File: config.mk
export PLATFORM = sky130hd
export DESIGN_NAME = lssf_queue
export DESIGN_NICKNAME = d
export VERILOG_FILES = /design/src/hw/rtl/lssf_pkg.sv /design/src/hw/rtl/lssf_queue.sv
export SDC_FILE = /design/constraint.sdc
export NUM_CORES = 1
export LEC_CHECK = 0
export ABC_AREA = 1
export BUFFER_PORTS_ARGS = -buffer_cell sky130_fd_sc_hd__buf_2
export CAP_MARGIN = 40
export CORE_ASPECT_RATIO = 1.1
export CORE_MARGIN = 5
export CORE_UTILIZATION = 55
export DETAILED_ROUTE_END_ITERATION = 8
export PLACE_DENSITY_LB_ADDON = 0.15
export SKIP_CTS_REPAIR_TIMING = 1
export SLEW_MARGIN = 20
export SYNTH_ARGS = -nofsm -noshare
export SYNTH_HDL_FRONTEND = slang
export SYNTH_SLANG_ARGS = --single-unit
export TNS_END_PERCENT = 10
File: constraint.sdc
create_clock -name clk -period 4.1 [get_ports clk]
set_clock_uncertainty 0.1 [all_clocks]
set_input_delay 0.82 -clock clk [delete_from_list [all_inputs] [get_ports clk]]
set_output_delay 0.82 -clock clk [all_outputs]
set_load 0.01 [all_outputs]
File: src/hw/rtl/lssf_pkg.sv
// shared types, constants and register indexes for the laser scan shadow filter
// no dependencies; imported by every module of the block
package lssf_pkg;

    localparam int RANGE_W     = 16;
    localparam int INT_W       = 16;
    localparam int MAX_POINTS  = 2048;
    localparam int IDX_W       = $clog2(MAX_POINTS);
    localparam int CFG_IDX_W   = 3;
    localparam int CFG_DATA_W  = 16;
    localparam int QUEUE_DEPTH = 4;
    localparam int QUEUE_AW    = $clog2(QUEUE_DEPTH);
    localparam int TDATA_W     = RANGE_W + INT_W;

    localparam logic [CFG_IDX_W-1:0] REG_RNG_LO     = 3'd0;
    localparam logic [CFG_IDX_W-1:0] REG_RNG_HI     = 3'd1;
    localparam logic [CFG_IDX_W-1:0] REG_MAX_DIST   = 3'd2;
    localparam logic [CFG_IDX_W-1:0] REG_WIN_FIRST  = 3'd3;
    localparam logic [CFG_IDX_W-1:0] REG_WIN_LAST   = 3'd4;
    localparam logic [CFG_IDX_W-1:0] REG_COS_STEP   = 3'd5;
    localparam logic [CFG_IDX_W-1:0] REG_THRESHOLD  = 3'd6;

    localparam logic [RANGE_W-1:0]  RST_RNG_LO    = 16'd0;
    localparam logic [RANGE_W-1:0]  RST_RNG_HI    = 16'd65535;
    localparam logic [RANGE_W-1:0]  RST_MAX_DIST  = 16'd65535;
    localparam logic [IDX_W-1:0]    RST_WIN_FIRST = IDX_W'(0);
    localparam logic [IDX_W-1:0]    RST_WIN_LAST  = IDX_W'(MAX_POINTS - 1);
    localparam logic signed [15:0]  RST_COS_STEP  = 16'sd16383;
    localparam logic [15:0]         RST_THRESHOLD = 16'd64225;

    typedef struct packed {
        logic [RANGE_W-1:0]  rng_lo;
        logic [RANGE_W-1:0]  rng_hi;
        logic [RANGE_W-1:0]  max_dist;
        logic [IDX_W-1:0]    win_first;
        logic [IDX_W-1:0]    win_last;
        logic signed [15:0]  cos_step;
        logic [15:0]         threshold;
    } cfg_t;

    typedef struct packed {
        logic [RANGE_W-1:0] range_mm;
        logic [INT_W-1:0]   intensity;
        logic               valid;
        logic               last;
    } item_t;

    typedef struct packed {
        logic               start;
        logic [RANGE_W-1:0] a;
        logic [RANGE_W-1:0] b;
    } sh_req_t;

    typedef struct packed {
        logic done;
        logic hit;
    } sh_rsp_t;

endpackage

File: src/hw/rtl/lssf_queue.sv
// short queue of classified samples between the front and back ends
// depends on lssf_pkg
module lssf_queue (
    input  logic            clk,
    input  logic            rst_n,
    input  logic            push,
    input  lssf_pkg::item_t push_item,
    input  logic            pop,
    output logic            full,
    output logic            empty,
    output lssf_pkg::item_t head
);
    import lssf_pkg::*;

    item_t               slot_reg [QUEUE_DEPTH];
    logic [QUEUE_AW-1:0] wr_ptr_reg;
    logic [QUEUE_AW-1:0] rd_ptr_reg;
    logic [QUEUE_AW:0]   count_reg;
    logic [QUEUE_AW:0]   count_next;

    assign full  = (count_reg == (QUEUE_AW + 1)'(QUEUE_DEPTH));
    assign empty = (count_reg == '0);
    assign head  = slot_reg[rd_ptr_reg];

    always_comb
    begin
        count_next = count_reg;
        if (push && !pop)
            count_next = count_reg + 1'b1;
        else if (pop && !push)
            count_next = count_reg - 1'b1;
    end

    always_ff @(posedge clk or negedge rst_n)
    begin
        if (!rst_n)
        begin
            wr_ptr_reg <= '0;
            rd_ptr_reg <= '0;
            count_reg  <= '0;
        end
        else
        begin
            count_reg <= count_next;
            if (push)
                wr_ptr_reg <= wr_ptr_reg + 1'b1;
            if (pop)
                rd_ptr_reg <= rd_ptr_reg + 1'b1;
        end
    end

    always_ff @(posedge clk)
    begin
        if (push)
            slot_reg[wr_ptr_reg] <= push_item;
    end

endmodule

== Yosys cells after proc, flatten, opt, wreduce, memory -nomap -nowiden ==
Memory sizes are Yosys's and may differ from the RTL's.
Cells that the tools add are included.

* Add/subtract/negate cells: 4
* Equal/unequal tests: 1
* Mux-type cells: 4
* Reduce and logical (&&, ||, !) cells: 6

{| class="wikitable"
|+ Operators with widths
! operator !! number
|-
| $mux 3 || 2
|-
| $add 2x1->2 const B || 2
|-
| $add 3x1->3 const B || 1
|-
| $eq 3x3->1 const B || 1
|-
| $logic_not 3->1 || 1
|-
| $sub 3x1->3 const B || 1
|-
| $logic_and 1x1->1 || 2
|-
| $logic_not 1->1 || 2
|-
| $mux 1 || 2
|-
| $reduce_bool 2->1 || 1
|}

* Register bits: 7
* Bits in writable memories: 136
* Input port bits: 38
* Memories kept: 1

{| class="wikitable"
|+ Memory list
! memory !! depth !! bits a word !! read ports !! clocked after Yosys merged registers in !! wr ports !! RTL line !! RTL
|-
| slot_reg || 4 || 34 || 1 || 0 || 1 || lssf_queue.sv:15 || <nowiki>item_t slot_reg [QUEUE_DEPTH];</nowiki>
|}

== Logic depth before layout (Yosys ltp) ==
Gate-level depths: netlist of the first run.

* Word-level depth: 4
* Gate-level depth with buffers: 9

== Worst setup path before layout of the first run ==
No wires, ideal clock.

* Path kind: input to register
* From: input push
* To: memory slot_reg[0][0] (netlist bit), enable pin
* Setup time: 0.389 ns
* Arrival time: 1.781 ns
* Required time: 3.611 ns
* Slack: 1.831 ns
* Stages: 3
* Path buffers: 1
* Cell sequence: clkbuf_1 nand2_1 inv_1

* Word-level cells in the longest chain between the ends: 2

{| class="wikitable"
|+ Ends and longest elaborated chain
! what !! RTL line !! RTL
|-
| start: declaration || lssf_queue.sv:6 || <nowiki>input logic push,</nowiki>
|-
| $mux 1 || lssf_queue.sv:54 || <nowiki>if (push)</nowiki>
|-
| $mux 1 (not written as such) || lssf_queue.sv:55 || <nowiki>slot_reg[wr_ptr_reg] <= push_item;</nowiki>
|-
| end: declaration || lssf_queue.sv:15 ||
|}

Every way passes these cells.

==> summary.md, run 1 <==
| Metric | Value |
|---|---|
| FILL cells | `755` |
| Clk slew on worst S/H paths | `60 ps` |
| Initial antenna violation count | `0` |
| Horiz. Die Dim | `108 microns` |
| Post-synthesis cell count | `444` |
| Clock latency on the worst-skew pair | `410 ps` |
| WL final | `10700 microns` |
| Number of I/O port buffers | `73` |
| Nets@finish | `565` |
| Area growth from synthesis to layout | `19.6%` |
| Tmin final | `3010 ps` |
| Max Slew Vio Count | `0` |
| Slowest stage delay, CP | `840 ps` |
| Slew @ Worst Pin | `732 ps` |
| Startpoint Class | `register` |
| Core area | `10300 sq um` |
| Vias per cell | `5.03` |
| Top FF cell, synth | `edfxtp_1` |
| Synthesized Nets | `between 400 and 500` |
| Period utilization | `0.735` |
| Fmax | `332 MHz` |
| Synth Register Bits | `143` |
| Syn avg cell area | `13.0 sq um` |
| Max Root-Sink Buffers | `2` |
| Mapped cell area | `5770 sq um` |
| Worst VDD drop | `approximately 0.45 mV` |
| Worst endpoint required time | `between 3000 and 4000 ps` |
| Total grt overflow | `0` |
| I/O Pins | `74` |
| Dpl hpwl | `between 6000 and 7000 microns` |
| Unrepaired setup endpoints after global routing | `false` |
| Synth cell types | `17` |
| RePlAce Congestion | `approximately 0.79` |
| First-pass GRT wire length | `approximately 17000 microns` |
| Final setup fails | `0` |
| Worst path arrival time | `around 2100 ps` |
| CP max stage cell | `dfrtp_4` |
| Post-synthesis sequential area ratio | `0.738` |
| CTS tree | `built` |
| Largest register FFs | `between 100 and 150` |
| Pwr Total | `5.13 mW` |
| Cell taking the most area after synthesis | `edfxtp_1` |
| Count leader, synth | `edfxtp_1` |
| Area share of the largest cell type after synthesis | `0.707` |
| Most Frequent Cell on Critical Path | `nand2_1` |
| WL/cell | `15.8 microns` |
| Max transition margin | `0.511` |
| Crit path cell chain | `buf_12, nand2_1, o211ai_1, nand2_1, buf_2` |
| Finished Layout Cells | `677` |
| DRT iter0 DRCs | `249` |
| Inserted Clock Buffers | `17` |
| Vias in the first global route | `3447` |
| Antenna Violating Nets Remaining | `0` |
| Vias | `3402` |
| Post-synth EDFFs | `136` |
| Share of cells above drive strength 1 | `0.213` |
| Number of diodes | `0` |
| Residual DRC count | `0` |
| CP delay by family, top | `flip-flops` |
| Final Hold Fails | `0` |
| Synth area leaders | `edfxtp_1, o211ai_1, nand2_1` |
| Total track usage | `0.179` |
| Die Y | `117 microns` |
| Largest net degree at the start of global routing | `77` |
| Starting Density | `0.558` |
| Ys async rst share | `0.0490` |
| Status | `complete, no violations` |
| YS warnings | `0` |
| H-tree levels | `4` |
| Hold Crit Class | `input pin to async pin` |
| CTS root buffer | `clkbuf_16` |
| CP Class | `register to primary output` |
| Router iterations before antenna repair | `4` |
| Crit Path Max Fanout | `between 70 and 80` |
| Cells after DPL | `645` |
| Rows | `39` |
| Pwr/cell area | `743 nW/um^2` |
| Leak | `2.82 nW` |
| WP buf/inv | `2` |
| Die ar. | `12600 sq um` |
| Clock sink count | `143` |
| Crit end category | `primary output` |
| Synth top cells by count | `edfxtp_1, nand2_1, inv_1` |
| MaxCap Viol Count | `0` |
| Setup Total Neg Slack | `0 ps` |
## layer usage
metal	part of all wire	wire, microns	track usage	vias up
met5	0	0	0	-
met4	0.011	119	0.0631	0
met3	0.056	600	0.0565	8
met2	0.51	5500	0.297	96
met1	0.42	4470	0.220	1614
li1	-	-	-	1684
## final timing paths
check | start | endpoint | slack [ps] | depth (start not counted)
worst max-delay path | rd_ptr_reg[0] | head[31] | 1090 | 5
worst min-delay path | rst_n | wr_ptr_reg[0] | 130 | 1
worst max register to register | wr_ptr_reg[0] | slot_reg[2][5] | 2010 | 5
worst min register to register | count_reg[2] | count_reg[2] | 410 | 2
max in group asynchronous | rst_n | rd_ptr_reg[0] | 3590 | 1
min in group clk | count_reg[2] | count_reg[2] | 410 | 2
## report_power, final
| part | switching, mW | total [mW] | internal [mW] | leakage, nW |
|---|---|---|---|---|
| clock network | 0.577 | 1.53 | 0.953 | 0.266 |
| logic | 0.943 | 1.50 | 0.560 | 1.22 |
| registers | 0.176 | 2.10 | 1.92 | 1.33 |
## through the flow
| stage | setup WS [ps] | util | area [sq um] | hold WS, ps |
|---|---|---|---|---|
| after global routing | 917 | 0.667 | 6900 | 121 |
| after global placement | 1520 | 0.605 | 6260 | 384 |
| after CTS | 1070 | 0.667 | 6900 | 118 |
| after detailed placement | 1530 | 0.610 | 6310 | 400 |
| final | 1090 | 0.667 | 6900 | 131 |
| after floorplan | 1830 | - | 5770 | 363 |
## cells by family after synthesis
logic type               share of synthesized area
AO/OA/AOI/OAI                               0.0893
XOR/XNOR                                   0.00607
adder cells (fa/ha/maj)                     0.0143
buffers and inverters                       0.0741
flip-flops                                   0.738
AND/OR/NAND/NOR                             0.0785
## cell type report
type / count / area (sq um) / share of cell area
clock buffer: 18 / 429 / 0.0622
multi-input combinational: 198 / 1090 / 0.157
timing repair buffer: 81 / 478 / 0.0692
sequential: 143 / 4260 / 0.617
tap: 143 / 179 / 0.0259
clock inverter: 14 / 169 / 0.0245
inverter: 80 / 300 / 0.0435
## cell usage in the layout (no fill, tap or decap)
| cell | instances |
|---|---|
| buf_12 | 2 |
| buf_16 | 1 |
| buf_2 | 73 |
| buf_4 | 4 |
| buf_8 | 1 |
| bufinv_16 | 3 |
| clkbuf_1 | 1 |
| clkbuf_16 | 17 |
| clkinv_1 | 2 |
| clkinv_2 | 2 |
| clkinv_4 | 1 |
| clkinvlp_4 | 8 |
| dfrtp_1 | 6 |
| dfrtp_4 | 1 |
| edfxtp_1 | 136 |
| fa_1 | 1 |
| ha_1 | 5 |
| inv_1 | 77 |
| inv_2 | 1 |
| nand2_1 | 115 |
| nand3_1 | 1 |
| nand4_1 | 1 |
| nor3_1 | 2 |
| o211ai_1 | 68 |
| o21ai_1 | 1 |
| xnor2_1 | 1 |
| xor2_1 | 3 |
(Power assumes the default switching activity.)
==> run 2: changes to the inputs <==
--- a/config.mk
+++ b/config.mk
@@ -5,7 +5,7 @@
 export SDC_FILE = /design/constraint.sdc
 export NUM_CORES = 1
 export LEC_CHECK = 0
-export ABC_AREA = 1
+export ABC_AREA = 0
 export BUFFER_PORTS_ARGS = -buffer_cell sky130_fd_sc_hd__buf_2
 export CAP_MARGIN = 40
 export CORE_ASPECT_RATIO = 1.1
==> constraint.sdc (replaced) <==
create_clock -name clk -period 3 [get_ports clk]
set_clock_uncertainty 0.1 [all_clocks]
set_input_delay 0.6 -clock clk [delete_from_list [all_inputs] [get_ports clk]]
set_output_delay 0.6 -clock clk [all_outputs]
set_load 0.01 [all_outputs]
==> run 2 against run 1 <==
Net effect: combinational power is 13% higher; core utilization is 1.8 points higher; die area is 6.6% lower; hold slack better by 62 ps; critical path type unchanged; via count is 30% lower.
==> summary.md, run 2 <==
| Metric | Value |
|---|---|
| Hold endpoint | `rd_ptr_reg[0]` |
| Slack of the worst reg-to-reg path | `1170 ps (-840 ps)` |
| Total track usage | `0.163 (-0.0160)` |
| Total grt overflow | `0 (unchanged)` |
| Hold Crit Class | `input pin to register` |
| Period utilization | `0.946` |
| Synth Register Bits | `143 (unchanged)` |
| Most frequent cells in the layout | `edfxtp_1, buf_2, mux4_2` |
| Worst endpoint required time | `2300 ps (-880 ps)` |
| Router iterations before antenna repair | `4 (unchanged)` |
| Dpl hpwl | `5520 microns (-15%)` |
| Final setup fails | `0 (unchanged)` |
| CP delay by family, top | `flip-flops` |
| Number of diodes | `0 (unchanged)` |
| R2r endpoint | `slot_reg[2][8]` |
| Area share of the largest cell type after synthesis | `0.763 (+0.0554)` |
| WL/cell | `20.3 microns (+29%)` |
| CP max stage cell | `dfrtp_2` |
| Setup Total Neg Slack | `0 ps (unchanged)` |
| Clk slew on worst S/H paths | `60 ps (about the same)` |
| Inserted Clock Buffers | `17 (unchanged)` |
| Pwr/cell area | `997 nW/um^2 (+34%)` |
| Post-synth EDFFs | `136 (unchanged)` |
| Area growth from synthesis to layout | `20.8%` |
| Post-synthesis cell count | `212 (-52%)` |
| Crit end category | `primary output` |
| Share of cells above drive strength 1 | `0.454 (+0.241)` |
| Synth top cells by count | `edfxtp_1, mux4_2, dfrtp_1` |
| Ys async rst share | `0.0490 (unchanged)` |
| Top FF cell, synth | `edfxtp_1` |
| Antenna Violating Nets Remaining | `0 (unchanged)` |
| Residual DRC count | `0 (unchanged)` |
| Count leader, synth | `edfxtp_1` |
| Multi-input logic area | `993 sq um (-8.5%)` |
| Synthesized Nets | `256 (-48%)` |
| Core area | `9440 sq um (-8.7%)` |
| Max Root-Sink Buffers | `2 (unchanged)` |
| FF-to-FF Start | `wr_ptr_reg[0]` |
| MaxCap Viol Count | `0 (unchanged)` |
| Fmax | `352 MHz` |
| CTS tree | `built` |
| Mapped cell area | `5350 sq um (-7.3%)` |
| Hold path depth | `2` |
| Worst path arrival time | `2140 ps (+50 ps)` |
| Die Y | `113 microns (-3.4%)` |
| WL final | `8810 microns (-18%)` |
| Max Slew Vio Count | `0 (unchanged)` |
| Slowest stage delay, CP | `670 ps (-170 ps)` |
| WP buf/inv | `2 (unchanged)` |
| H-tree levels | `4 (unchanged)` |
| Unrepaired setup endpoints after global routing | `false` |
| Sequential Area | `4260 sq um (about the same)` |
| Clock latency on the worst-skew pair | `510 ps (+100 ps)` |
| Startpoint Class | `register` |
| Vias in the first global route | `2666 (-23%)` |
| CP Class | `register to primary output` |
| Crit path cell chain | `buf_12, mux4_2, buf_2` |
| Post-synthesis sequential area ratio | `0.796 (+0.0578)` |
| Tmin final | `2840 ps` |
| Rows | `37 (-5.1%)` |
| Synth cell types | `19 (+2)` |
| Slew @ Worst Pin | `485 ps (-247 ps)` |
| Starting Density | `0.567 (+0.00885)` |
| Number of I/O port buffers | `73 (unchanged)` |
| Util after Layout | `0.685 (+0.0176)` |
| Leak | `2.30 nW (-18%)` |
| First-pass GRT wire length | `14500 microns (-16%)` |
| YS warnings | `0 (unchanged)` |
| Syn avg cell area | `25.3 sq um (+94%)` |
| Largest net degree at the start of global routing | `36 (-53%)` |
| Final Hold Fails | `0 (unchanged)` |
| FILL cells | `606 (-20%)` |
| Die ar. | `11800 sq um (-6.6%)` |
| Status | `complete, no violations` |
| Worst VDD drop | `0.580 mV (+28%)` |
| Vias | `2375 (-30%)` |
| Largest register FFs | `136 (unchanged)` |
| Initial antenna violation count | `0 (unchanged)` |
| DRT iter0 DRCs | `134 (-46%)` |
| Reg2Reg Depth | `4 (-1)` |
| Crit Path Max Fanout | `16 (-79%)` |
| Most common cell after layout, fill and taps aside | `edfxtp_1` |
| CTS root buffer | `clkbuf_8` |
| Horiz. Die Dim | `104 microns (-3.4%)` |
| Max transition margin | `0.676 (+0.165)` |
| Clock sink count | `143 (unchanged)` |
| Synth area leaders | `edfxtp_1, mux4_2, dfrtp_1` |
| Nets@finish | `348 (-38%)` |
| RePlAce Congestion | `0.669 (-15%)` |
| Hold Slack | `193 ps (+61.8 ps)` |
| Cell taking the most area after synthesis | `edfxtp_1` |
| Vias per cell | `5.47 (+8.9%)` |
| I/O Pins | `74 (unchanged)` |
| Worst hold path startpoint | `pop` |
[run 2: changes by cell type after synthesis, moves of 2 or more]
cell      change
buf_2        -11
nand2_1     -113
mux4_1        +6
inv_1        -75
mux4_2       +28
buf_12        +3
buf_4         -6
o211ai_1     -68
and2_1        +4
clkbuf_1      -2
[run 2: layout make-up]
class / instances / share of cell area
Clock buffer: 19 / 0.0652
Clock inverter: 13 / 0.0217
Inverter: 4 / 0.00232
Multi-Input combinational cell: 57 / 0.154
Sequential cell: 143 / 0.659
Tap cell: 117 / 0.0226
Timing Repair Buffer: 81 / 0.0758
[run 2: layer usage]
metal,vias to the layer above,part of all wire,GRT usage
li1,1079,-,-
met3,14,0.047,0.0481
met1,1221,0.41,0.209
met2,61,0.53,0.271
met5,-,0,0
met4,0,0.012,0.0518
[run 2: how the worst max path moves through the flow]
stage	startpoint	end	slack, ps	depth (start not counted)
2_1_floorplan	wr_ptr_reg[0]	slot_reg[2][0]	1050	3
3_3_place_gp	rd_ptr_reg[0]	head[7]	670	3
3_5_place_dp	rd_ptr_reg[0]	head[7]	670	3
4_1_cts	rd_ptr_reg[0]	head[25]	90	3
5_1_grt	rd_ptr_reg[0]	head[25]	30	3
6_report	rd_ptr_reg[0]	head[25]	160	3
[run 2: cell families after synthesis]
group           share of synthesized area
compound gates                   0.000934
xor+xnor                          0.00982
fa+ha+maj                          0.0154
buf+inv                            0.0199
flops                               0.796
mux                                 0.149
simple gates                      0.00911
[run 2: where the power goes]
group / switching (mW) / total [mW] / leakage, nW / internal (mW)
Sequential: 0.181 / 2.80 / 1.33 / 2.62
Combinational: 0.841 / 1.70 / 0.703 / 0.860
Clock: 0.765 / 1.95 / 0.266 / 1.18
Total: 1.79 / 6.45 / 2.30 / 4.66
[run 2: stage by stage]
stage	std cells	worst slack (ps)	instance area [sq um]	power [mW]
after floorplan	212	1050	5350	3.98
after global placement	400	672	5880	4.53
after detailed placement	400	666	5880	4.57
after CTS	432	94.9	6440	6.53
after global routing	434	33.7	6470	6.79
final	434	161	6470	6.45
