$ cat config.mk
export PLATFORM = sky130hd
export DESIGN_NAME = lssf_back
export DESIGN_NICKNAME = d
export VERILOG_FILES = /design/src/hw/rtl/lssf_pkg.sv /design/src/hw/rtl/lssf_shadow.sv /design/src/hw/rtl/lssf_back.sv
export SDC_FILE = /design/constraint.sdc
export NUM_CORES = 2
export LEC_CHECK = 0
export ABC_AREA = 1
export BUFFER_PORTS_ARGS = -buffer_cell sky130_fd_sc_hd__buf_4
export CAP_MARGIN = 20
export CORE_UTILIZATION = 64
export DETAILED_ROUTE_END_ITERATION = 6
export PLACE_DENSITY = 0.87
export SLEW_MARGIN = 10
export SYNTH_ARGS = -nofsm -noshare
export SYNTH_HDL_FRONTEND = slang
export SYNTH_SLANG_ARGS = --single-unit
$ cat constraint.sdc
create_clock -name clk -period 19.7 [get_ports clk]
set_input_delay 4.925 -clock clk [delete_from_list [all_inputs] [get_ports clk]]
set_output_delay 4.925 -clock clk [all_outputs]
set_load 0.005 [all_outputs]
$ cat src/hw/rtl/lssf_pkg.sv
// shared types, constants and register indexes for the laser scan shadow filter
// no dependencies; imported by every module of the block
package lssf_pkg;

    localparam int RANGE_W     = 16;
    localparam int INT_W       = 16;
    localparam int MAX_POINTS  = 2048;
    localparam int IDX_W       = $clog2(MAX_POINTS);
    localparam int CFG_IDX_W   = 3;
    localparam int CFG_DATA_W  = 16;
    localparam int QUEUE_DEPTH = 4;
    localparam int QUEUE_AW    = $clog2(QUEUE_DEPTH);
    localparam int TDATA_W     = RANGE_W + INT_W;

    localparam logic [CFG_IDX_W-1:0] REG_RNG_LO     = 3'd0;
    localparam logic [CFG_IDX_W-1:0] REG_RNG_HI     = 3'd1;
    localparam logic [CFG_IDX_W-1:0] REG_MAX_DIST   = 3'd2;
    localparam logic [CFG_IDX_W-1:0] REG_WIN_FIRST  = 3'd3;
    localparam logic [CFG_IDX_W-1:0] REG_WIN_LAST   = 3'd4;
    localparam logic [CFG_IDX_W-1:0] REG_COS_STEP   = 3'd5;
    localparam logic [CFG_IDX_W-1:0] REG_THRESHOLD  = 3'd6;

    localparam logic [RANGE_W-1:0]  RST_RNG_LO    = 16'd0;
    localparam logic [RANGE_W-1:0]  RST_RNG_HI    = 16'd65535;
    localparam logic [RANGE_W-1:0]  RST_MAX_DIST  = 16'd65535;
    localparam logic [IDX_W-1:0]    RST_WIN_FIRST = IDX_W'(0);
    localparam logic [IDX_W-1:0]    RST_WIN_LAST  = IDX_W'(MAX_POINTS - 1);
    localparam logic signed [15:0]  RST_COS_STEP  = 16'sd16383;
    localparam logic [15:0]         RST_THRESHOLD = 16'd64225;

    typedef struct packed {
        logic [RANGE_W-1:0]  rng_lo;
        logic [RANGE_W-1:0]  rng_hi;
        logic [RANGE_W-1:0]  max_dist;
        logic [IDX_W-1:0]    win_first;
        logic [IDX_W-1:0]    win_last;
        logic signed [15:0]  cos_step;
        logic [15:0]         threshold;
    } cfg_t;

    typedef struct packed {
        logic [RANGE_W-1:0] range_mm;
        logic [INT_W-1:0]   intensity;
        logic               valid;
        logic               last;
    } item_t;

    typedef struct packed {
        logic               start;
        logic [RANGE_W-1:0] a;
        logic [RANGE_W-1:0] b;
    } sh_req_t;

    typedef struct packed {
        logic done;
        logic hit;
    } sh_rsp_t;

endpackage

$ cat src/hw/rtl/lssf_shadow.sv
// multi-cycle shadow test on one pair of ranges with a shared 32x32 multiplier
// depends on lssf_pkg; started and read by lssf_back
module lssf_shadow (
    input  logic                   clk,
    input  logic                   rst_n,
    input  lssf_pkg::sh_req_t      req,
    input  logic signed [15:0]     cos_step,
    input  logic [15:0]            threshold,
    output lssf_pkg::sh_rsp_t      rsp
);
    import lssf_pkg::*;

    localparam logic [3:0] SH_IDLE = 4'd0;
    localparam logic [3:0] SH_AA   = 4'd1;
    localparam logic [3:0] SH_BB   = 4'd2;
    localparam logic [3:0] SH_AB   = 4'd3;
    localparam logic [3:0] SH_XM   = 4'd4;
    localparam logic [3:0] SH_PQ   = 4'd5;
    localparam logic [3:0] SH_CHK  = 4'd6;
    localparam logic [3:0] SH_TP1  = 4'd7;
    localparam logic [3:0] SH_TP2  = 4'd8;
    localparam logic [3:0] SH_TQ1  = 4'd9;
    localparam logic [3:0] SH_TQ2  = 4'd10;
    localparam logic [3:0] SH_M0   = 4'd11;
    localparam logic [3:0] SH_M1   = 4'd12;
    localparam logic [3:0] SH_M2   = 4'd13;
    localparam logic [3:0] SH_M3   = 4'd14;
    localparam logic [3:0] SH_CMP  = 4'd15;

    logic [3:0]         step_reg;
    logic [3:0]         step_next;
    logic               done_reg;
    logic               done_next;
    logic               hit_reg;
    logic               hit_next;

    logic [RANGE_W-1:0] a_reg;
    logic [RANGE_W-1:0] b_reg;
    logic [15:0]        cmag_reg;
    logic [15:0]        t_reg;
    logic [63:0]        prod_reg;
    logic [31:0]        a2_reg;
    logic [31:0]        b2_reg;
    logic [32:0]        s_reg;
    logic [31:0]        n_reg;
    logic [63:0]        n2_reg;
    logic [48:0]        plus_reg;
    logic [48:0]        minus_reg;
    logic [47:0]        tp_lo_reg;
    logic [63:0]        tp_reg;
    logic [47:0]        tq_lo_reg;
    logic [63:0]        tq_reg;
    logic [127:0]       acc_reg;

    logic [31:0]        mul_x;
    logic [31:0]        mul_y;
    logic [63:0]        mul_p;
    logic [48:0]        s_sh;
    logic [48:0]        xm;
    logic               pq_pos;
    logic [127:0]       lhs;

    assign mul_p  = mul_x * mul_y;
    assign s_sh   = {3'b000, s_reg, 13'b0};
    assign xm     = {1'b0, prod_reg[47:0]};
    assign pq_pos = !minus_reg[48] && (|minus_reg) && (|plus_reg);
    assign lhs    = {6'b0, n2_reg, 58'b0};
    assign rsp.done = done_reg;
    assign rsp.hit  = hit_reg;

    always_comb
    begin
        mul_x = '0;
        mul_y = '0;
        case (step_reg)
            SH_AA:
            begin
                mul_x = {16'b0, a_reg};
                mul_y = {16'b0, a_reg};
            end
            SH_BB:
            begin
                mul_x = {16'b0, b_reg};
                mul_y = {16'b0, b_reg};
            end
            SH_AB:
            begin
                mul_x = {16'b0, a_reg};
                mul_y = {16'b0, b_reg};
            end
            SH_XM:
            begin
                mul_x = prod_reg[31:0];
                mul_y = {16'b0, cmag_reg};
            end
            SH_PQ:
            begin
                mul_x = n_reg;
                mul_y = n_reg;
            end
            SH_CHK:
            begin
                mul_x = {16'b0, t_reg};
                mul_y = minus_reg[31:0];
            end
            SH_TP1:
            begin
                mul_x = {16'b0, t_reg};
                mul_y = {16'b0, minus_reg[47:32]};
            end
            SH_TP2:
            begin
                mul_x = {16'b0, t_reg};
                mul_y = plus_reg[31:0];
            end
            SH_TQ1:
            begin
                mul_x = {16'b0, t_reg};
                mul_y = {16'b0, plus_reg[47:32]};
            end
            SH_TQ2:
            begin
                mul_x = tp_reg[31:0];
                mul_y = tq_lo_reg[31:0];
            end
            SH_M0:
            begin
                mul_x = tp_reg[31:0];
                mul_y = tq_reg[63:32];
            end
            SH_M1:
            begin
                mul_x = tp_reg[63:32];
                mul_y = tq_reg[31:0];
            end
            SH_M2:
            begin
                mul_x = tp_reg[63:32];
                mul_y = tq_reg[63:32];
            end
            default:
            begin
                mul_x = '0;
                mul_y = '0;
            end
        endcase
    end

    always_comb
    begin
        step_next = step_reg;
        done_next = 1'b0;
        hit_next  = hit_reg;
        case (step_reg)
            SH_IDLE: if (req.start) step_next = SH_AA;
            SH_AA:   step_next = SH_BB;
            SH_BB:   step_next = SH_AB;
            SH_AB:   step_next = SH_XM;
            SH_XM:   step_next = SH_PQ;
            SH_PQ:   step_next = SH_CHK;
            SH_CHK:
            begin
                if (pq_pos)
                    step_next = SH_TP1;
                else
                begin
                    step_next = SH_IDLE;
                    done_next = 1'b1;
                    hit_next  = 1'b0;
                end
            end
            SH_TP1:  step_next = SH_TP2;
            SH_TP2:  step_next = SH_TQ1;
            SH_TQ1:  step_next = SH_TQ2;
            SH_TQ2:  step_next = SH_M0;
            SH_M0:   step_next = SH_M1;
            SH_M1:   step_next = SH_M2;
            SH_M2:   step_next = SH_M3;
            SH_M3:   step_next = SH_CMP;
            SH_CMP:
            begin
                step_next = SH_IDLE;
                done_next = 1'b1;
                hit_next  = (lhs > acc_reg);
            end
            default: step_next = SH_IDLE;
        endcase
    end

    always_ff @(posedge clk or negedge rst_n)
    begin
        if (!rst_n)
        begin
            step_reg <= SH_IDLE;
            done_reg <= 1'b0;
            hit_reg  <= 1'b0;
        end
        else
        begin
            step_reg <= step_next;
            done_reg <= done_next;
            hit_reg  <= hit_next;
        end
    end

    always_ff @(posedge clk)
    begin
        prod_reg <= mul_p;
        case (step_reg)
            SH_IDLE:
            begin
                if (req.start)
                begin
                    a_reg    <= req.a;
                    b_reg    <= req.b;
                    cmag_reg <= cos_step[15] ? 16'(-cos_step) : cos_step;
                    t_reg    <= threshold;
                end
            end
            SH_BB:  a2_reg <= prod_reg[31:0];
            SH_AB:  b2_reg <= prod_reg[31:0];
            SH_XM:
            begin
                s_reg <= {1'b0, a2_reg} + {1'b0, b2_reg};
                n_reg <= (b2_reg >= a2_reg) ? (b2_reg - a2_reg) : (a2_reg - b2_reg);
            end
            SH_PQ:
            begin
                plus_reg  <= s_sh + xm;
                minus_reg <= s_sh - xm;
            end
            SH_CHK: n2_reg <= prod_reg;
            SH_TP1: tp_lo_reg <= prod_reg[47:0];
            SH_TP2: tp_reg <= {16'b0, tp_lo_reg} + {prod_reg[31:0], 32'b0};
            SH_TQ1: tq_lo_reg <= prod_reg[47:0];
            SH_TQ2: tq_reg <= {16'b0, tq_lo_reg} + {prod_reg[31:0], 32'b0};
            SH_M0:  acc_reg <= {64'b0, prod_reg};
            SH_M1:  acc_reg <= acc_reg + {32'b0, prod_reg, 32'b0};
            SH_M2:  acc_reg <= acc_reg + {32'b0, prod_reg, 32'b0};
            SH_M3:  acc_reg <= acc_reg + {prod_reg, 64'b0};
            default:
            begin
            end
        endcase
    end

endmodule

$ cat src/hw/rtl/lssf_back.sv
// back end: pairs neighboring samples, runs the shadow test, emits results
// depends on lssf_pkg and lssf_shadow; drains lssf_queue
module lssf_back (
    input  logic                         clk,
    input  logic                         rst_n,
    input  lssf_pkg::cfg_t               cfg,
    input  logic                         q_empty,
    input  lssf_pkg::item_t              head,
    output logic                         pop,
    output logic                         out_valid,
    input  logic                         out_ready,
    output logic [lssf_pkg::RANGE_W-1:0] out_range_mm,
    output logic                         out_filtered,
    output logic [lssf_pkg::INT_W-1:0]   out_intensity,
    output logic                         out_eos
);
    import lssf_pkg::*;

    localparam logic [1:0] BK_IDLE = 2'd0;
    localparam logic [1:0] BK_TEST = 2'd1;
    localparam logic [1:0] BK_HELD = 2'd2;
    localparam logic [1:0] BK_CUR  = 2'd3;

    logic [1:0]         state_reg;
    logic [1:0]         state_next;
    item_t              cur_reg;
    item_t              cur_next;
    logic               shad_reg;
    logic               shad_next;

    logic [RANGE_W-1:0] held_range_reg;
    logic [RANGE_W-1:0] held_range_next;
    logic [INT_W-1:0]   held_int_reg;
    logic [INT_W-1:0]   held_int_next;
    logic               held_valid_reg;
    logic               held_valid_next;
    logic               held_shad_reg;
    logic               held_shad_next;
    logic               held_present_reg;
    logic               held_present_next;

    logic               out_valid_reg;
    logic               out_valid_next;
    logic [RANGE_W-1:0] out_range_reg;
    logic [RANGE_W-1:0] out_range_next;
    logic               out_filt_reg;
    logic               out_filt_next;
    logic [INT_W-1:0]   out_int_reg;
    logic [INT_W-1:0]   out_int_next;
    logic               out_eos_reg;
    logic               out_eos_next;
    logic               out_free;

    sh_req_t            sh_req;
    sh_rsp_t            sh_rsp;

    lssf_shadow u_shadow (
        .clk       (clk),
        .rst_n     (rst_n),
        .req       (sh_req),
        .cos_step  (cfg.cos_step),
        .threshold (cfg.threshold),
        .rsp       (sh_rsp)
    );

    assign out_free      = !out_valid_reg || out_ready;
    assign out_valid     = out_valid_reg;
    assign out_range_mm  = out_range_reg;
    assign out_filtered  = out_filt_reg;
    assign out_intensity = out_int_reg;
    assign out_eos       = out_eos_reg;

    always_comb
    begin
        state_next        = state_reg;
        cur_next          = cur_reg;
        shad_next         = shad_reg;
        held_range_next   = held_range_reg;
        held_int_next     = held_int_reg;
        held_valid_next   = held_valid_reg;
        held_shad_next    = held_shad_reg;
        held_present_next = held_present_reg;
        out_valid_next    = out_valid_reg && !out_ready;
        out_range_next    = out_range_reg;
        out_filt_next     = out_filt_reg;
        out_int_next      = out_int_reg;
        out_eos_next      = out_eos_reg;
        pop               = 1'b0;
        sh_req.start      = 1'b0;
        sh_req.a          = held_range_reg;
        sh_req.b          = head.range_mm;

        case (state_reg)
            BK_IDLE:
            begin
                if (!q_empty)
                begin
                    pop       = 1'b1;
                    cur_next  = head;
                    shad_next = 1'b0;
                    if (held_present_reg && held_valid_reg && head.valid)
                    begin
                        sh_req.start = 1'b1;
                        state_next   = BK_TEST;
                    end
                    else if (held_present_reg)
                        state_next = BK_HELD;
                    else if (head.last)
                        state_next = BK_CUR;
                    else
                    begin
                        held_range_next   = head.range_mm;
                        held_int_next     = head.intensity;
                        held_valid_next   = head.valid;
                        held_shad_next    = 1'b0;
                        held_present_next = 1'b1;
                    end
                end
            end
            BK_TEST:
            begin
                if (sh_rsp.done)
                begin
                    shad_next = sh_rsp.hit;
                    if (sh_rsp.hit)
                        held_shad_next = 1'b1;
                    state_next = BK_HELD;
                end
            end
            BK_HELD:
            begin
                if (out_free)
                begin
                    out_valid_next = 1'b1;
                    out_filt_next  = !held_valid_reg || held_shad_reg;
                    out_range_next = (!held_valid_reg || held_shad_reg) ? '0 : held_range_reg;
                    out_int_next   = held_shad_reg ? '0 : held_int_reg;
                    out_eos_next   = 1'b0;
                    if (cur_reg.last)
                        state_next = BK_CUR;
                    else
                    begin
                        held_range_next   = cur_reg.range_mm;
                        held_int_next     = cur_reg.intensity;
                        held_valid_next   = cur_reg.valid;
                        held_shad_next    = shad_reg;
                        held_present_next = 1'b1;
                        state_next        = BK_IDLE;
                    end
                end
            end
            BK_CUR:
            begin
                if (out_free)
                begin
                    out_valid_next    = 1'b1;
                    out_filt_next     = !cur_reg.valid || shad_reg;
                    out_range_next    = (!cur_reg.valid || shad_reg) ? '0 : cur_reg.range_mm;
                    out_int_next      = shad_reg ? '0 : cur_reg.intensity;
                    out_eos_next      = 1'b1;
                    held_range_next   = '0;
                    held_int_next     = '0;
                    held_valid_next   = 1'b0;
                    held_shad_next    = 1'b0;
                    held_present_next = 1'b0;
                    state_next        = BK_IDLE;
                end
            end
            default: state_next = BK_IDLE;
        endcase
    end

    always_ff @(posedge clk or negedge rst_n)
    begin
        if (!rst_n)
        begin
            state_reg        <= BK_IDLE;
            shad_reg         <= 1'b0;
            held_range_reg   <= '0;
            held_int_reg     <= '0;
            held_valid_reg   <= 1'b0;
            held_shad_reg    <= 1'b0;
            held_present_reg <= 1'b0;
            out_valid_reg    <= 1'b0;
        end
        else
        begin
            state_reg        <= state_next;
            shad_reg         <= shad_next;
            held_range_reg   <= held_range_next;
            held_int_reg     <= held_int_next;
            held_valid_reg   <= held_valid_next;
            held_shad_reg    <= held_shad_next;
            held_present_reg <= held_present_next;
            out_valid_reg    <= out_valid_next;
        end
    end

    always_ff @(posedge clk)
    begin
        cur_reg       <= cur_next;
        out_range_reg <= out_range_next;
        out_filt_reg  <= out_filt_next;
        out_int_reg   <= out_int_next;
        out_eos_reg   <= out_eos_next;
    end

endmodule

### After elaboration in Yosys (flattened, before gate mapping)

Cells that the tools add are included.

| word-level totals | value |
|---|---|
| RAM bits | 0 |
| memory bits (read-only) | 0 |
| bits in registers | 884 |
| word-level logic and storage cells | 204 |
| memories kept | 0 |
| latch bits | 0 |
| bits of input ports | 140 |

| operators by class | value |
|---|---|
| $add $sub $neg | 10 |
| reduce and logical (&&, ||, !) cells | 38 |
| order comparisons | 2 |
| bitwise logic cells | 1 |
| multiply operators | 1 |
| multiplexer cells | 85 |
| shifts and indexed selects | 0 |
| eq/ne operators | 30 |
| divide/modulo/power cells | 0 |

Operators with widths:

| kind | number |
|---|---|
| $pmux W128 S3 | 1 |
| $pmux W32 S11 | 1 |
| $mux W16 | 21 |
| $pmux W32 S7 | 1 |
| $add A128 B128 Y128 | 1 |
| $add A128 B96 Y128 | 1 |
| $add A48 B64 Y64 | 2 |
| $gt A122 B128 Y1 | 1 |
| $reduce_or A49 Y1 | 2 |
| $pmux W16 S3 | 2 |
| $mul A32 B32 Y64 | 1 |
| $pmux W16 S2 | 2 |
| $pmux W4 S16 | 1 |
| $sub A32 B32 Y32 | 2 |
| $add A46 B48 Y49 | 1 |
| $sub A46 B48 Y49 | 1 |
| $mux W1 | 35 |
| $add A32 B32 Y33 | 1 |
| $eq A4 B4 Y1 const B | 8 |
| $ge A32 B32 Y1 | 1 |
| $mux W32 | 1 |
| $ne A2 B2 Y1 const B | 9 |
| $eq A4 B3 Y1 const B | 4 |
| $mux W2 | 8 |
| 30 further kinds | 59 |

### Depth between registers and ports, before layout

| depth | value |
|---|---|
| depth in word-level cells | 7 |
| depth in mapped cells | 44 |
| mapped depth without buffers | 41 |

### Cells and area by module

From an unflattened synthesis, not the netlist that was laid out.

| unflattened totals | value |
|---|---|
| cells, all modules | 12401 |
| area total of the unflattened synthesis | 95137.5 um^2 |

By module, submodules not included:

| module | instances | cells an instance | area an instance (um^2) | sequential area each (um^2) |
|---|---|---|---|---|
| lssf_shadow | 1 | 11920 | 90390.4 | 22601.7 |
| lssf_back | 1 | 481 | 4747.1 | 3017.9 |

### Worst setup path after synthesis

OpenSTA, ideal clock, no wires.

| timing | value |
|---|---|
| path type | in2out |
| start | input q_empty |
| end | output pop |
| setup slack | 8.347 ns |
| stages on the path | 1 |
| arrival time | 6.428 ns |
| data required time | 14.775 ns |
| cells stage by stage | nor2_1 |

| between the ends | value |
|---|---|
| word-level cells in the longest chain between the ends | 2 |

RTL lines:

| what | line | text |
|---|---|---|
| start: declaration | lssf_back.sv:7 | `input logic q_empty,` |
| $mux W1 | lssf_back.sv:96 | `if (!q_empty)` |
| $mux W1 | lssf_back.sv:93 | `case (state_reg)` |
| end: declaration | lssf_back.sv:9 | `output logic pop,` |

Every way passes these cells.

### Final worst setup path

| timing | value |
|---|---|
| start | register u_shadow.step_reg[1] |
| end | register u_shadow.prod_reg[60] |

| between the ends | value |
|---|---|
| word-level cells in the longest chain between the ends | 4 |

RTL lines:

| what | line | text |
|---|---|---|
| start: declaration | lssf_shadow.sv:30 | `logic [3:0] step_reg;` |
| start signal: assignment | lssf_shadow.sv:200 | `step_reg <= step_next;` |
| $eq A4 B3 Y1 (tied with other cells) | lssf_shadow.sv:75 | `case (step_reg)` |
| $reduce_or A4 Y1 (no source line) / $reduce_or A2 Y1 (equally long branches) | n/a |  |
| $pmux W32 S7 / $pmux W32 S11 (equally long branches) | lssf_shadow.sv:75 |  |
| $mul A32 B32 Y64 * | lssf_shadow.sv:63 | `assign mul_p = mul_x * mul_y;` |
| net u_shadow.mul_p[60] | lssf_shadow.sv:57 | `logic [63:0] mul_p;` |
| end signal: assignment | lssf_shadow.sv:208 | `prod_reg <= mul_p;` |
| end: declaration | lssf_shadow.sv:41 | `logic [63:0] prod_reg;` |

Mark *: on every way through the listed nets, which the timed path passes. The rest lies on a longest branch.
A chain may end at the register's enable or synchronous reset.

==> results.md <==
- Outcome: finished with violations
- Violated checks: DRC
- Post-detail-place hpwl: between 300,000 and 400,000 um
- Simple-Gate Fraction of Synth Area: between 20% and 30%
- Post-synthesis cell count: about 12k
- CP peak stage delay: around 960 ps
- Largest net degree at the start of global routing: between 60 and 70
- Worst slew margin: 7.87%
- Critical Path Start Type: register
- Main combinational cell family by area after synthesis: adder cells
- GRT Total Usage: a little over half
- Layout cells sized above 1: around 4.6%
- Latest clock arrival within the worst-skew pair: ~790 ps
- Cell area after layout: around 100,000 um2
- Die width: slightly below 400 um
- Mapped cell area: 95,400 um2
- Synth area leader: edfxtp_1
- I/O Pins: between 150 and 200
- Min Hold Slack: 358 ps
- Largest fanout on the critical path: between 50 and 60
- Cell Rows: approximately 140
- Synth Area in Compound Gates: under 10%
- Fin. max-slew vios: 0
- PortBufs: around 110
- Global-route wire length before repair: 576,000 um
- Crit-path leading delay family: adder cells
- WP buf/inv: 7
- Final min period: between 10,000 and 15,000 ps
- XOR/XNOR Fraction of Synth Area: roughly 2.3%
- Setup ws final: 8000 ps
- Max FFs per register: about 130
- Mux contribution to synthesized area: 0%
- Hold Crit Class: register to register
- Final hold violations: 0
- Worst slew pin tran: approximately 1400 ps
- Initial antenna violation count: between 50 and 60
- Final setup viols: 0
- Number of synthesized flops with an enable pin: 773
- Share of the synthesized area in the top cell type: 24.3%
- Clock-pin slew on the worst setup and hold paths: approximately 70 ps
- Worst slack, placed: 8760 ps
- Post_cts resized: 0
- Syn avg cell area: about 7.7 um2
- Top cells by area, synth: edfxtp_1, fa_1, nand2_1, inv_1, ha_1
- Synth unique cells: 66
- Total grt overflow: 0
- CTS Sinks: approximately 880
- Syn-to-layout area delta: 6.49%
- Final wirelength: roughly 400,000 um
- CTS Hold Bufs: 0
- Seq/Total Area, Yosys: a little over a quarter
- Initial drt markers: between 10k and 15k
- Root Buffer: clkbuf_16
- Yosys warning count: 0
- Post-synth ARST share: 5.10%
- Cell Area, Placed: 98,200 um2
- DR vias/cell: 6.27
- Clock Tree Buf Depth: 3
- Remaining antenna violation count after routing: 0
- Tcrit/Tclk final: a little under 60%
- H-tree depth: 3
- Placer congestion estimate: roughly 1.1
- Max_cap viols: 0
- Die ar.: between 150,000 and 200,000 um2
- Slowest cell on crit path: o22ai_1
- Worst Setup End Kind: register
- Post-CTS Setup Repair Bufs: 0
- Core region area: 148,000 um2
- Final setup skew: between 70 and 80 ps
- Number of global-route vias before repair: 90.2k
- Remaining routing DRC violations: roughly 230
- CP dominant cell by count: fa_1
- Drt pass-1 iters: 7
- CTS tree: built
- DIE HEIGHT: between 300 and 400 um
- RSZ-0062 raised after global routing: no
- Top FF cell, synth: edfxtp_1
- Initial Utilization: around 65%
- Setup TNS: 0 ps
- DR WL/cell: about 27 um
- Fmax achieved: roughly 85 MHz
- Synthesized flop and latch total: 882
- CP required: about 20,000 ps
- Via count: 91.2k
- Critical path arrival: approximately 12,000 ps
- Cts bufs inserted: 95
- Syn nets: 14.1k
- Adder-cell area share of the yosys netlist: between 20 and 30%
- Fin nets: between 10k and 15k
- CP Class: register to register
==> metal layers <==
metal	up-vias	global-route usage (%)	part of all wire [%]
met5	-	0.574	0.11
met4	42	47.1	11
met3	2525	22.1	16
met2	7555	76.8	42
met1	42500	59.2	32
li1	38600	-	-
==> cell type report <==
cell class,instances,area [um2]
clock inverter,52,671
clock buffer,122,2570
fill,11800,46300
inverter,2798,10500
tap,1930,2410
multi-input combinational,8460,57800
timing repair buffer,248,1870
antenna,51,128
sequential,882,25600
==> logic make-up (layout without fill, tap and decap cells) <==
logic type,count (synthesis),after routing
and+or+nand+nor,5368,5368
buffers and inverters,3108,3220
adders and majority gates,1558,1558
AOI/OAI and AO/OA,1282,1282
DFF,882,882
xor gates and xnor gates,252,252
other,0,51
==> synth_stat cells, types with 32 or more instances <==
cell      count
a21o_1       36
a21oi_1     576
a221oi_1     57
a22o_1       32
a22oi_1      35
buf_2       224
clkbuf_1     59
dfrtp_1      45
dfxtp_1      64
edfxtp_1    773
fa_1        904
ha_1        654
inv_1      2718
inv_2        71
nand2_1    3340
nand3_1     524
nand4_1      89
nor2_1     1122
nor3_1      111
nor4_1       49
o21ai_0     381
o21bai_1     32
or2_2        37
xnor2_1      34
xor2_1      218
==> stage by stage <==
stage | util (%) | instances
2_1_floorplan | - | 12500
3_3_place_gp | 66.4 | 14300
5_1_grt | 68.6 | 14500
3_5_place_dp | 66.4 | 14300
6_report | 68.7 | 14500
4_1_cts | 68.6 | 14500
==> layout by cell type (no fill, tap or decap), types with 45 or more instances in the layout <==
master / Yosys / layout
edfxtp_1: 773 / 773
nand3_1: 524 / 523
inv_1: 2718 / 2717
a21oi_1: 576 / 576
dfrtp_1: 45 / 45
ha_1: 654 / 654
clkbuf_16: 0 / 95
inv_2: 71 / 69
buf_4: 16 / 243
xor2_1: 218 / 218
a221oi_1: 57 / 57
nand4_1: 89 / 89
nand2_1: 3340 / 3340
fa_1: 904 / 904
nor2_1: 1122 / 1118
nor3_1: 111 / 110
diode_2: 0 / 51
o21ai_0: 381 / 379
dfxtp_1: 64 / 53
nor4_1: 49 / 49
==> path summary, 6_finish.rpt <==
check | startpoint | endpoint | slack [ps] | cells after the start
min reg2reg | u_shadow.tp_lo_reg[7] | u_shadow.tp_reg[7] | 360 | 0
min | u_shadow.tp_lo_reg[7] | u_shadow.tp_reg[7] | 360 | 0
max reg2reg | u_shadow.step_reg[1] | u_shadow.prod_reg[60] | 8000 | 32
min in group asynchronous | rst_n | out_valid | 4150 | 1
max in group asynchronous | rst_n | held_range_reg[13] | 15050 | 1
max | u_shadow.step_reg[1] | u_shadow.prod_reg[60] | 8000 | 32
Power is not shown: default switching activity piles up to over one toggle a cycle in this logic, so the estimate is an artifact.
